`src/hdl/bmg_pkg.sv`:
```
package bmg_pkg;

   typedef logic [1:0] opcode_type;

   localparam opcode_type OP_STEP    = 2'd0;
   localparam opcode_type OP_READ    = 2'd1;
   localparam opcode_type OP_RESTART = 2'd2;

   typedef logic [1:0] dir_type;

   localparam dir_type DIR_EAST  = 2'd0;
   localparam dir_type DIR_WEST  = 2'd1;
   localparam dir_type DIR_SOUTH = 2'd2;
   localparam dir_type DIR_NORTH = 2'd3;

   // bit positions of the walls inside a cell word
   typedef logic [1:0] wall_type;

   localparam wall_type WALL_TOP    = 2'd0;
   localparam wall_type WALL_BOTTOM = 2'd1;
   localparam wall_type WALL_LEFT   = 2'd2;
   localparam wall_type WALL_RIGHT  = 2'd3;

   // cell word: visited mark above the four wall bits
   typedef logic [4:0] word_type;

   localparam int         WORD_VIS  = 4;
   localparam logic [3:0] WALLS_ALL = 4'hF;

endpackage

```
`src/hdl/backtracking_maze_generator.sv`:
```
// A read, a no-op or a step after the maze is finished reads the cell memory and then registers
// its result; a generation step first does four neighbor reads of the cell memory through its
// single read port, then the wall read-modify-writes when it moves; restart first sweeps the memory.
// Throughput: one item at a time; the next item is taken the cycle after a result is registered.
// Reset: synchronous; the cell memory is then swept, one entry a cycle, over all 2^AW entries
// (AW = clog2(GRID_WIDTH) + clog2(GRID_HEIGHT), 256 by default), with req_ready low.
module backtracking_maze_generator #(
   parameter int GRID_WIDTH  = 16,
   parameter int GRID_HEIGHT = 16
) (
   input  logic                 clock,
   input  logic                 reset,
   input  logic                 req_valid,
   output logic                 req_ready,
   input  bmg_pkg::opcode_type  req_opcode,
   input  logic [1:0]           req_rand_dir,
   input  logic [3:0]           req_cell_x,
   input  logic [3:0]           req_cell_y,
   output logic                 rsp_valid,
   input  logic                 rsp_ready,
   output logic [3:0]           rsp_pos_x,
   output logic [3:0]           rsp_pos_y,
   output logic                 rsp_finished,
   output logic                 rsp_wall_top,
   output logic                 rsp_wall_bottom,
   output logic                 rsp_wall_left,
   output logic                 rsp_wall_right,
   output logic                 rsp_cell_visited
);
   import bmg_pkg::*;

   localparam int XW         = $clog2(GRID_WIDTH);
   localparam int YW         = $clog2(GRID_HEIGHT);
   localparam int AW         = XW + YW;
   localparam int MEM_DEPTH  = 1 << AW;
   localparam int CELL_COUNT = GRID_WIDTH * GRID_HEIGHT;
   localparam int SPW        = $clog2(CELL_COUNT + 1);
   localparam int SIW        = $clog2(CELL_COUNT);

   localparam logic [AW-1:0] GAP_TOP    = {YW'(0), XW'(GRID_WIDTH / 2)};
   localparam logic [AW-1:0] GAP_BOTTOM = {YW'(GRID_HEIGHT - 1), XW'(GRID_WIDTH / 2)};
   localparam logic [AW-1:0] GAP_LEFT   = {YW'(GRID_HEIGHT / 2), XW'(0)};
   localparam logic [AW-1:0] GAP_RIGHT  = {YW'(GRID_HEIGHT / 2), XW'(GRID_WIDTH - 1)};

   localparam logic [2:0] NB_LAST = 3'd4;

   localparam logic [3:0] S_IDLE     = 4'd0;
   localparam logic [3:0] S_CLEAR    = 4'd1;
   localparam logic [3:0] S_NB       = 4'd2;
   localparam logic [3:0] S_DECIDE   = 4'd3;
   localparam logic [3:0] S_MV_HERE  = 4'd4;
   localparam logic [3:0] S_MV_THERE = 4'd5;
   localparam logic [3:0] S_POP      = 4'd6;
   localparam logic [3:0] S_JMP      = 4'd7;
   localparam logic [3:0] S_GAP_RD   = 4'd8;
   localparam logic [3:0] S_GAP_WR   = 4'd9;
   localparam logic [3:0] S_READ     = 4'd10;
   localparam logic [3:0] S_RSP      = 4'd11;

   // control state
   logic [3:0]     state_ff, state_in;
   logic [XW-1:0]  cur_x_ff, cur_x_in;
   logic [YW-1:0]  cur_y_ff, cur_y_in;
   logic [SPW-1:0] sp_ff, sp_in;
   logic [SPW-1:0] vc_ff, vc_in;
   logic           done_ff, done_in;
   logic           item_ff, item_in;
   logic [AW-1:0]  clr_cnt_ff, clr_cnt_in;
   logic           rsp_valid_ff, rsp_valid_in;

   // item and scan registers
   opcode_type     op_ff, op_in;
   dir_type        dir_ff, dir_in;
   logic [XW-1:0]  jx_ff, jx_in;
   logic [YW-1:0]  jy_ff, jy_in;
   logic           jin_ff, jin_in;
   logic [3:0]     open_ff, open_in;
   logic [2:0]     nb_cnt_ff, nb_cnt_in;
   wall_type       gap_cnt_ff, gap_cnt_in;

   // result registers
   logic [3:0]     rsp_pos_x_ff, rsp_pos_y_ff;
   logic           rsp_finished_ff, rsp_cell_visited_ff;
   logic [3:0]     rsp_walls_ff;
   logic           load_rsp;

   // cell memory
   word_type       cell_mem [MEM_DEPTH];
   word_type       rd_ff;
   logic           rd_en, wr_en;
   logic [AW-1:0]  rd_addr, wr_addr;
   word_type       wr_data;

   // backtrack stack memory
   logic [AW-1:0]  stack_mem [CELL_COUNT];
   logic [AW-1:0]  stk_rd_ff;
   logic           stk_we, stk_re;
   logic [SIW-1:0] stk_waddr, stk_raddr;

   logic [AW-1:0]  cur_addr, j_addr, tgt_addr, gap_addr;
   logic [AW-1:0]  nb_addr [4];
   logic [3:0]     nb_in;
   logic [SPW-1:0] sp_m1;
   logic [1:0]     nb_prev;
   logic           req_in_grid;
   wall_type       here_bit, there_bit;

   assign cur_addr    = {cur_y_ff, cur_x_ff};
   assign j_addr      = {jy_ff, jx_ff};
   assign sp_m1       = sp_ff - SPW'(1);
   assign nb_prev     = 2'(nb_cnt_ff - 3'd1);
   assign tgt_addr    = nb_addr[dir_ff];
   assign stk_waddr   = sp_ff[SIW-1:0];
   assign stk_raddr   = sp_m1[SIW-1:0];
   assign req_in_grid = (32'(req_cell_x) < GRID_WIDTH) && (32'(req_cell_y) < GRID_HEIGHT);

   // neighbors in east, west, south, north order
   always_comb begin
      nb_in[0]   = cur_x_ff != XW'(GRID_WIDTH - 1);
      nb_addr[0] = {cur_y_ff, cur_x_ff + XW'(1)};
      nb_in[1]   = cur_x_ff != '0;
      nb_addr[1] = {cur_y_ff, cur_x_ff - XW'(1)};
      nb_in[2]   = cur_y_ff != YW'(GRID_HEIGHT - 1);
      nb_addr[2] = {cur_y_ff + YW'(1), cur_x_ff};
      nb_in[3]   = cur_y_ff != '0;
      nb_addr[3] = {cur_y_ff - YW'(1), cur_x_ff};
   end

   always_comb begin
      case (dir_ff)
         DIR_EAST: begin
            here_bit  = WALL_RIGHT;
            there_bit = WALL_LEFT;
         end
         DIR_WEST: begin
            here_bit  = WALL_LEFT;
            there_bit = WALL_RIGHT;
         end
         DIR_SOUTH: begin
            here_bit  = WALL_BOTTOM;
            there_bit = WALL_TOP;
         end
         default: begin
            here_bit  = WALL_TOP;
            there_bit = WALL_BOTTOM;
         end
      endcase
   end

   always_comb begin
      case (gap_cnt_ff)
         WALL_TOP:    gap_addr = GAP_TOP;
         WALL_BOTTOM: gap_addr = GAP_BOTTOM;
         WALL_LEFT:   gap_addr = GAP_LEFT;
         default:     gap_addr = GAP_RIGHT;
      endcase
   end

   assign req_ready = state_ff == S_IDLE;

   always_comb begin
      state_in     = state_ff;
      cur_x_in     = cur_x_ff;
      cur_y_in     = cur_y_ff;
      sp_in        = sp_ff;
      vc_in        = vc_ff;
      done_in      = done_ff;
      item_in      = item_ff;
      clr_cnt_in   = clr_cnt_ff;
      op_in        = op_ff;
      dir_in       = dir_ff;
      jx_in        = jx_ff;
      jy_in        = jy_ff;
      jin_in       = jin_ff;
      open_in      = open_ff;
      nb_cnt_in    = nb_cnt_ff;
      gap_cnt_in   = gap_cnt_ff;
      rsp_valid_in = rsp_valid_ff && !rsp_ready;
      load_rsp     = 1'b0;
      rd_en        = 1'b0;
      rd_addr      = cur_addr;
      wr_en        = 1'b0;
      wr_addr      = cur_addr;
      wr_data      = rd_ff;
      stk_we       = 1'b0;
      stk_re       = 1'b0;

      unique case (state_ff)
         S_IDLE: begin
            if (req_valid) begin
               op_in   = req_opcode;
               dir_in  = req_rand_dir;
               jx_in   = XW'(req_cell_x);
               jy_in   = YW'(req_cell_y);
               jin_in  = req_in_grid;
               item_in = 1'b1;
               if (req_opcode == OP_RESTART) begin
                  cur_x_in   = req_in_grid ? XW'(req_cell_x) : '0;
                  cur_y_in   = req_in_grid ? YW'(req_cell_y) : '0;
                  sp_in      = '0;
                  vc_in      = SPW'(1);
                  done_in    = 1'b0;
                  clr_cnt_in = '0;
                  state_in   = S_CLEAR;
               end else if (req_opcode == OP_STEP && !done_ff) begin
                  if (vc_ff == SPW'(CELL_COUNT)) begin
                     done_in    = 1'b1;
                     gap_cnt_in = WALL_TOP;
                     state_in   = S_GAP_RD;
                  end else begin
                     nb_cnt_in = '0;
                     state_in  = S_NB;
                  end
               end else begin
                  state_in = S_READ;
               end
            end
         end
         S_CLEAR: begin
            wr_en      = 1'b1;
            wr_addr    = clr_cnt_ff;
            wr_data    = {clr_cnt_ff == cur_addr, WALLS_ALL};
            clr_cnt_in = clr_cnt_ff + AW'(1);
            if (clr_cnt_ff == '1) begin
               state_in = item_ff ? S_READ : S_IDLE;
            end
         end
         S_NB: begin
            // read one neighbor a cycle, capture the previous one
            if (nb_cnt_ff != NB_LAST) begin
               rd_en   = 1'b1;
               rd_addr = nb_addr[nb_cnt_ff[1:0]];
            end
            if (nb_cnt_ff != '0) begin
               open_in[nb_prev] = nb_in[nb_prev] && !rd_ff[WORD_VIS];
            end
            nb_cnt_in = nb_cnt_ff + 3'd1;
            if (nb_cnt_ff == NB_LAST) begin
               state_in = S_DECIDE;
            end
         end
         S_DECIDE: begin
            if (open_ff != '0) begin
               if (open_ff[dir_ff]) begin
                  if (sp_ff != SPW'(CELL_COUNT)) begin
                     stk_we = 1'b1;
                     sp_in  = sp_ff + SPW'(1);
                  end
                  rd_en    = 1'b1;
                  rd_addr  = cur_addr;
                  state_in = S_MV_HERE;
               end else begin
                  state_in = S_READ;
               end
            end else if (sp_ff != '0) begin
               sp_in    = sp_m1;
               stk_re   = 1'b1;
               state_in = S_POP;
            end else if (jin_ff) begin
               rd_en    = 1'b1;
               rd_addr  = j_addr;
               state_in = S_JMP;
            end else begin
               state_in = S_READ;
            end
         end
         S_MV_HERE: begin
            wr_en             = 1'b1;
            wr_addr           = cur_addr;
            wr_data[here_bit] = 1'b0;
            rd_en             = 1'b1;
            rd_addr           = tgt_addr;
            state_in          = S_MV_THERE;
         end
         S_MV_THERE: begin
            wr_en              = 1'b1;
            wr_addr            = tgt_addr;
            wr_data[there_bit] = 1'b0;
            wr_data[WORD_VIS]  = 1'b1;
            cur_x_in           = tgt_addr[XW-1:0];
            cur_y_in           = tgt_addr[AW-1:XW];
            vc_in              = vc_ff + SPW'(1);
            state_in           = S_READ;
         end
         S_POP: begin
            cur_x_in = stk_rd_ff[XW-1:0];
            cur_y_in = stk_rd_ff[AW-1:XW];
            state_in = S_READ;
         end
         S_JMP: begin
            if (!rd_ff[WORD_VIS]) begin
               wr_en             = 1'b1;
               wr_addr           = j_addr;
               wr_data[WORD_VIS] = 1'b1;
               cur_x_in          = jx_ff;
               cur_y_in          = jy_ff;
               vc_in             = vc_ff + SPW'(1);
            end
            state_in = S_READ;
         end
         S_GAP_RD: begin
            rd_en    = 1'b1;
            rd_addr  = gap_addr;
            state_in = S_GAP_WR;
         end
         S_GAP_WR: begin
            wr_en               = 1'b1;
            wr_addr             = gap_addr;
            wr_data[gap_cnt_ff] = 1'b0;
            gap_cnt_in          = gap_cnt_ff + 2'd1;
            state_in            = (gap_cnt_ff == WALL_RIGHT) ? S_READ : S_GAP_RD;
         end
         S_READ: begin
            rd_en    = 1'b1;
            rd_addr  = (op_ff == OP_READ) ? j_addr : cur_addr;
            state_in = S_RSP;
         end
         S_RSP: begin
            // hold until the previous result has been transferred
            if (!rsp_valid_ff || rsp_ready) begin
               load_rsp     = 1'b1;
               rsp_valid_in = 1'b1;
               item_in      = 1'b0;
               state_in     = S_IDLE;
            end
         end
         default: begin
            state_in = S_IDLE;
         end
      endcase
   end

   always_ff @(posedge clock) begin
      if (reset) begin
         state_ff     <= S_CLEAR;
         clr_cnt_ff   <= '0;
         cur_x_ff     <= '0;
         cur_y_ff     <= '0;
         sp_ff        <= '0;
         vc_ff        <= SPW'(1);
         done_ff      <= 1'b0;
         item_ff      <= 1'b0;
         rsp_valid_ff <= 1'b0;
      end else begin
         state_ff     <= state_in;
         clr_cnt_ff   <= clr_cnt_in;
         cur_x_ff     <= cur_x_in;
         cur_y_ff     <= cur_y_in;
         sp_ff        <= sp_in;
         vc_ff        <= vc_in;
         done_ff      <= done_in;
         item_ff      <= item_in;
         rsp_valid_ff <= rsp_valid_in;
      end
   end

   always_ff @(posedge clock) begin
      op_ff      <= op_in;
      dir_ff     <= dir_in;
      jx_ff      <= jx_in;
      jy_ff      <= jy_in;
      jin_ff     <= jin_in;
      open_ff    <= open_in;
      nb_cnt_ff  <= nb_cnt_in;
      gap_cnt_ff <= gap_cnt_in;
      if (load_rsp) begin
         rsp_pos_x_ff    <= 4'(cur_x_ff);
         rsp_pos_y_ff    <= 4'(cur_y_ff);
         rsp_finished_ff <= done_ff;
         if (op_ff == OP_READ && !jin_ff) begin
            rsp_walls_ff        <= WALLS_ALL;
            rsp_cell_visited_ff <= 1'b1;
         end else begin
            rsp_walls_ff        <= rd_ff[3:0];
            rsp_cell_visited_ff <= rd_ff[WORD_VIS];
         end
      end
   end

   always_ff @(posedge clock) begin
      if (wr_en) begin
         cell_mem[wr_addr] <= wr_data;
      end
      if (rd_en) begin
         rd_ff <= cell_mem[rd_addr];
      end
   end

   always_ff @(posedge clock) begin
      if (stk_we) begin
         stack_mem[stk_waddr] <= cur_addr;
      end
      if (stk_re) begin
         stk_rd_ff <= stack_mem[stk_raddr];
      end
   end

   assign rsp_valid        = rsp_valid_ff;
   assign rsp_pos_x        = rsp_pos_x_ff;
   assign rsp_pos_y        = rsp_pos_y_ff;
   assign rsp_finished     = rsp_finished_ff;
   assign rsp_wall_top     = rsp_walls_ff[WALL_TOP];
   assign rsp_wall_bottom  = rsp_walls_ff[WALL_BOTTOM];
   assign rsp_wall_left    = rsp_walls_ff[WALL_LEFT];
   assign rsp_wall_right   = rsp_walls_ff[WALL_RIGHT];
   assign rsp_cell_visited = rsp_cell_visited_ff;

endmodule

```
`config.mk`:
```
export PLATFORM = sky130hd
export DESIGN_NAME = backtracking_maze_generator
export DESIGN_NICKNAME = d
export VERILOG_FILES = /design/src/hdl/bmg_pkg.sv /design/src/hdl/backtracking_maze_generator.sv
export SDC_FILE = /design/constraint.sdc
export NUM_CORES = 2
export LEC_CHECK = 0
export BUFFER_PORTS_ARGS = -buffer_cell sky130_fd_sc_hd__buf_4
export CAP_MARGIN = 25
export CORE_MARGIN = 1.5
export CORE_UTILIZATION = 57
export DETAILED_ROUTE_END_ITERATION = 8
export PLACE_DENSITY = 0.75
export SETUP_SLACK_MARGIN = 0.4
export SKIP_CTS_REPAIR_TIMING = 1
export SYNTH_ARGS = -nofsm -noshare
export SYNTH_HDL_FRONTEND = slang
export SYNTH_SLANG_ARGS = --single-unit
```
`constraint.sdc`:
```
create_clock -name clock -period 13.3 [get_ports clock]
set_input_delay 1.33 -clock clock [delete_from_list [all_inputs] [get_ports clock]]
set_output_delay 1.33 -clock clock [all_outputs]
set_load 0.02 [all_outputs]
```
==> results.yml <==
setup_path:
  crit_type: "reg -> reg"
  reg2reg_slack_ns: 6.07
  r2r-end: "rd_ff[4]"
  crit_path_max_fanout: 185
  reg2reg_depth: 13
  required_ns: 13.98
  arrival_ns: 7.92
  startpoint_type: "flip-flop"
  r2r_start: "state_ff[2]"
  end_kind: "flip-flop"
routing:
  viasPerCell: 6.732
  drt_iter0_markers: 10450
  wire_per_inst_um: 31.85
  num_vias: 72900
  route.met3.wl_um: 35380
  ant_nets: 0
  wl_met1_um: 123400
  route.top_layer_used: "met5"
  dr.pass1.iters: 8
  wirelength_um: 344900
  met2WireLength_um: 168600
  post-route-drc-count: 0
power:
  p_sw_uw: 5274
  p_clk_frac: 0.406
  comb_power_share: 0.073
  seqPwrFrac: 0.521
  p_sw_frac: 0.2249
  powerDensity_nw_per_um2: 155.4
  intPower_uw: 18170
  ir_worst_vdd_uv: 154.2
  leakage_uw: 0.04618
sta:
  max_freq_ghz: 0.1382
  rsz0062_at_grt: "no"
  slew_violations: 0
  worstMarginPinSlew_ns: 1.325
  hold_violations: 0
  hold_slack_ns: 0.4845
  fin_worst_skew_ns: 0.06938
  period_needed_ns: 7.234
  max_slew_margin: 0.1168
  setup_ws_ns: 6.066
  setup-tns-final_ns: 0
  finalSetupViolCount: 0
  finalCritPeriodShare: 0.5439
synth:
  synth_cell_types: 86
  synth.avg_cell_area_um2: 18.55
  async_flop_share: 0
  syn_inst: 7338
  yosysSeqAreaShare: 0.7506
  syn-num-nets: 7377
  ys_warn_count: 0
  synth_edf_count: 3376
  syn-cell-area_um2: 136200
  ys_seq_elements: 3417
  yosys_most_used_dff: "edfxtp_1"
place:
  port-buffer-count: 31
  dpl.hpwl_um: 194800
  placed_cell_area_um2: 139700
  pre_cts_slack_ns: 6.307
  place_congestion: 0.9298
cells_and_area:
  fillers: 15300
  stdcell_area_um2: 150900
  drive_gt1_frac: 0.1961
  area_growth_pct: 10.82
  nNetsFinal: 7432
floorplanning:
  num_io_pins: 32
  initial_utilization: 0.5730
  die_area_um2: 241800
  die_h_um: 491.7
  fp.coreArea_um2: 237600
  rows: 179
  die_w_um: 491.7
min_path:
  worstHoldEndpoint: "rsp_finished"
  hold_path_class: "reg -> reg"
  min_path_cells: 0
  min_from: "done_ff"
grt:
  antenna_found_initial: 13
  grt_max_degree: 202
  grt-ovfl-total: 0
  grt_usage: 0.2836
  grt_pass1_wl_um: 501200
  grt_pass1_vias: 72230
clocking:
  cts_tree: "done"
  cts-root-buf: "clkbuf_16"
  cts.sinks: 3417
  clk_latency_ns: 0.96
  htree_levels: 5
  clk_path_buf_depth: 4
  cts_buffers: 345
  clk_pin_slew_worst_paths_ns: 0.06
outcome:
  status: "complete, no violations"
run:
  max_cap_violations: 0
-- sequential cells by signal (all words and copies together), names as in the netlist, 5 cells and up --
signal	count
cell_mem	1280
rd_ff	5
clr_cnt_ff	8
vc_ff	9
stk_rd_ff	8
sp_ff	9
stack_mem	2048
-- cell type report --
type | count | area (µm²) | share of cell area
well taps | 3167 | 3963 | 0.02626
multi-input cells | 3438 | 31990 | 0.2120
flip-flops and latches | 3417 | 102200 | 0.6775
repair buffers | 163 | 1659 | 0.01100
diodes | 11 | 27.53 | 0.0001824
clock inverters | 177 | 1800 | 0.01193
clock buffers | 428 | 9112 | 0.06039
inverters | 28 | 105.1 | 0.0006965
-- metrics by stage --
step             util  instances  power, µW
2_1_floorplan       -       7338      13540
3_3_place_gp   0.5867      10190      14050
3_5_place_dp   0.5878      10200      14090
4_1_cts        0.6337      10810      23440
5_1_grt        0.6349      10820      23920
6_report       0.6350      10830      23440
-- Yosys cell counts, types with 15 or more instances --
| cell | n | area share |
|---|---|---|
| and2_1 | 20 | 0.00092 |
| a32o_1 | 27 | 0.0020 |
| nand2b_1 | 15 | 0.00069 |
| inv_1 | 28 | 0.00077 |
| nand3_1 | 293 | 0.011 |
| a221oi_1 | 17 | 0.0011 |
| a311oi_1 | 28 | 0.0018 |
| xor2_1 | 20 | 0.0013 |
| and3_1 | 66 | 0.0030 |
| a211oi_1 | 68 | 0.0037 |
| buf_2 | 81 | 0.0030 |
| nor3_1 | 47 | 0.0017 |
| o211ai_1 | 27 | 0.0015 |
| a31oi_1 | 41 | 0.0019 |
| nand4_1 | 23 | 0.0011 |
| o21ai_0 | 51 | 0.0019 |
| nor2_1 | 624 | 0.017 |
| nand2_1 | 751 | 0.021 |
| mux2i_1 | 162 | 0.012 |
| clkbuf_1 | 258 | 0.0071 |
| buf_4 | 15 | 0.00083 |
| a32oi_1 | 33 | 0.0021 |
| edfxtp_1 | 3376 | 0.74 |
| mux4_2 | 765 | 0.13 |
| dfxtp_1 | 41 | 0.0060 |
| a22oi_1 | 20 | 0.0011 |
| xnor2_1 | 22 | 0.0014 |
| ha_1 | 23 | 0.0021 |
| buf_1 | 78 | 0.0022 |
| a21oi_1 | 91 | 0.0033 |
-- critical path: stages, from the launching register on --
cell,delay [ns]
dfxtp_1,0.83
nor4b_2,0.92
nor2_1,0.26
a22o_1,0.29
a2111o_4,0.62
nand2_8,0.69
buf_12,0.72
buf_4,0.80
mux4_2,0.61
nand2_1,0.09
o31ai_1,0.08
a211oi_1,0.40
or3_1,0.22
o31ai_2,0.06
-- routing by layer --
metal | global-route usage | vias to the layer above
met5 | 0.002381 | -
met4 | 0.1271 | 18
met3 | 0.05595 | 908
met2 | 0.4536 | 4854
met1 | 0.3821 | 37510
li1 | - | 29610
-- worst max path at each step --
stage | end | start | cells past startpoint
6_report | rd_ff[4] | state_ff[2] | 13
5_1_grt | rd_ff[4] | state_ff[2] | 13
4_1_cts | rd_ff[0] | state_ff[2] | 13
3_5_place_dp | rd_ff[0] | state_ff[2] | 13
3_3_place_gp | rd_ff[0] | state_ff[2] | 13
2_1_floorplan | cell_mem[0][4] | cur_x_ff[1] | 6
-- layout by cell type (no fill, tap or decap), types with 68 or more instances in the layout --
master     count
a211oi_1      68
clkbuf_16    351
buf_4        136
clkbuf_1      73
a21oi_1       90
nor2_1       616
nand2_1      724
edfxtp_1    3376
mux4_2       765
nand3_1      291
mux2i_1      162
-- logic make-up (layout without fill, tap and decap cells) --
| family | after synthesis | in the layout | share of synthesized area |
|---|---|---|---|
| and+or+nand+nor | 1904 | 1904 | 0.06020 |
| DFF | 3417 | 3417 | 0.7506 |
| AOI/OAI and AO/OA | 531 | 531 | 0.02877 |
| other | 0 | 11 | 0 |
| buffers and inverters | 483 | 796 | 0.01625 |
| muxes | 938 | 938 | 0.1394 |
| xor gates and xnor gates | 42 | 42 | 0.002702 |
| adders and majority gates | 23 | 23 | 0.002114 |
-- power groups by stage --
stage	logic (µW)	registers [µW]	clock network, µW
floorplan	926	12600	0
global placement	1600	12500	0
detailed placement	1640	12500	0
CTS	1650	12200	9560
global route	1760	12200	9940
finish	1700	12200	9520
Power figures use the tool's default switching activity.
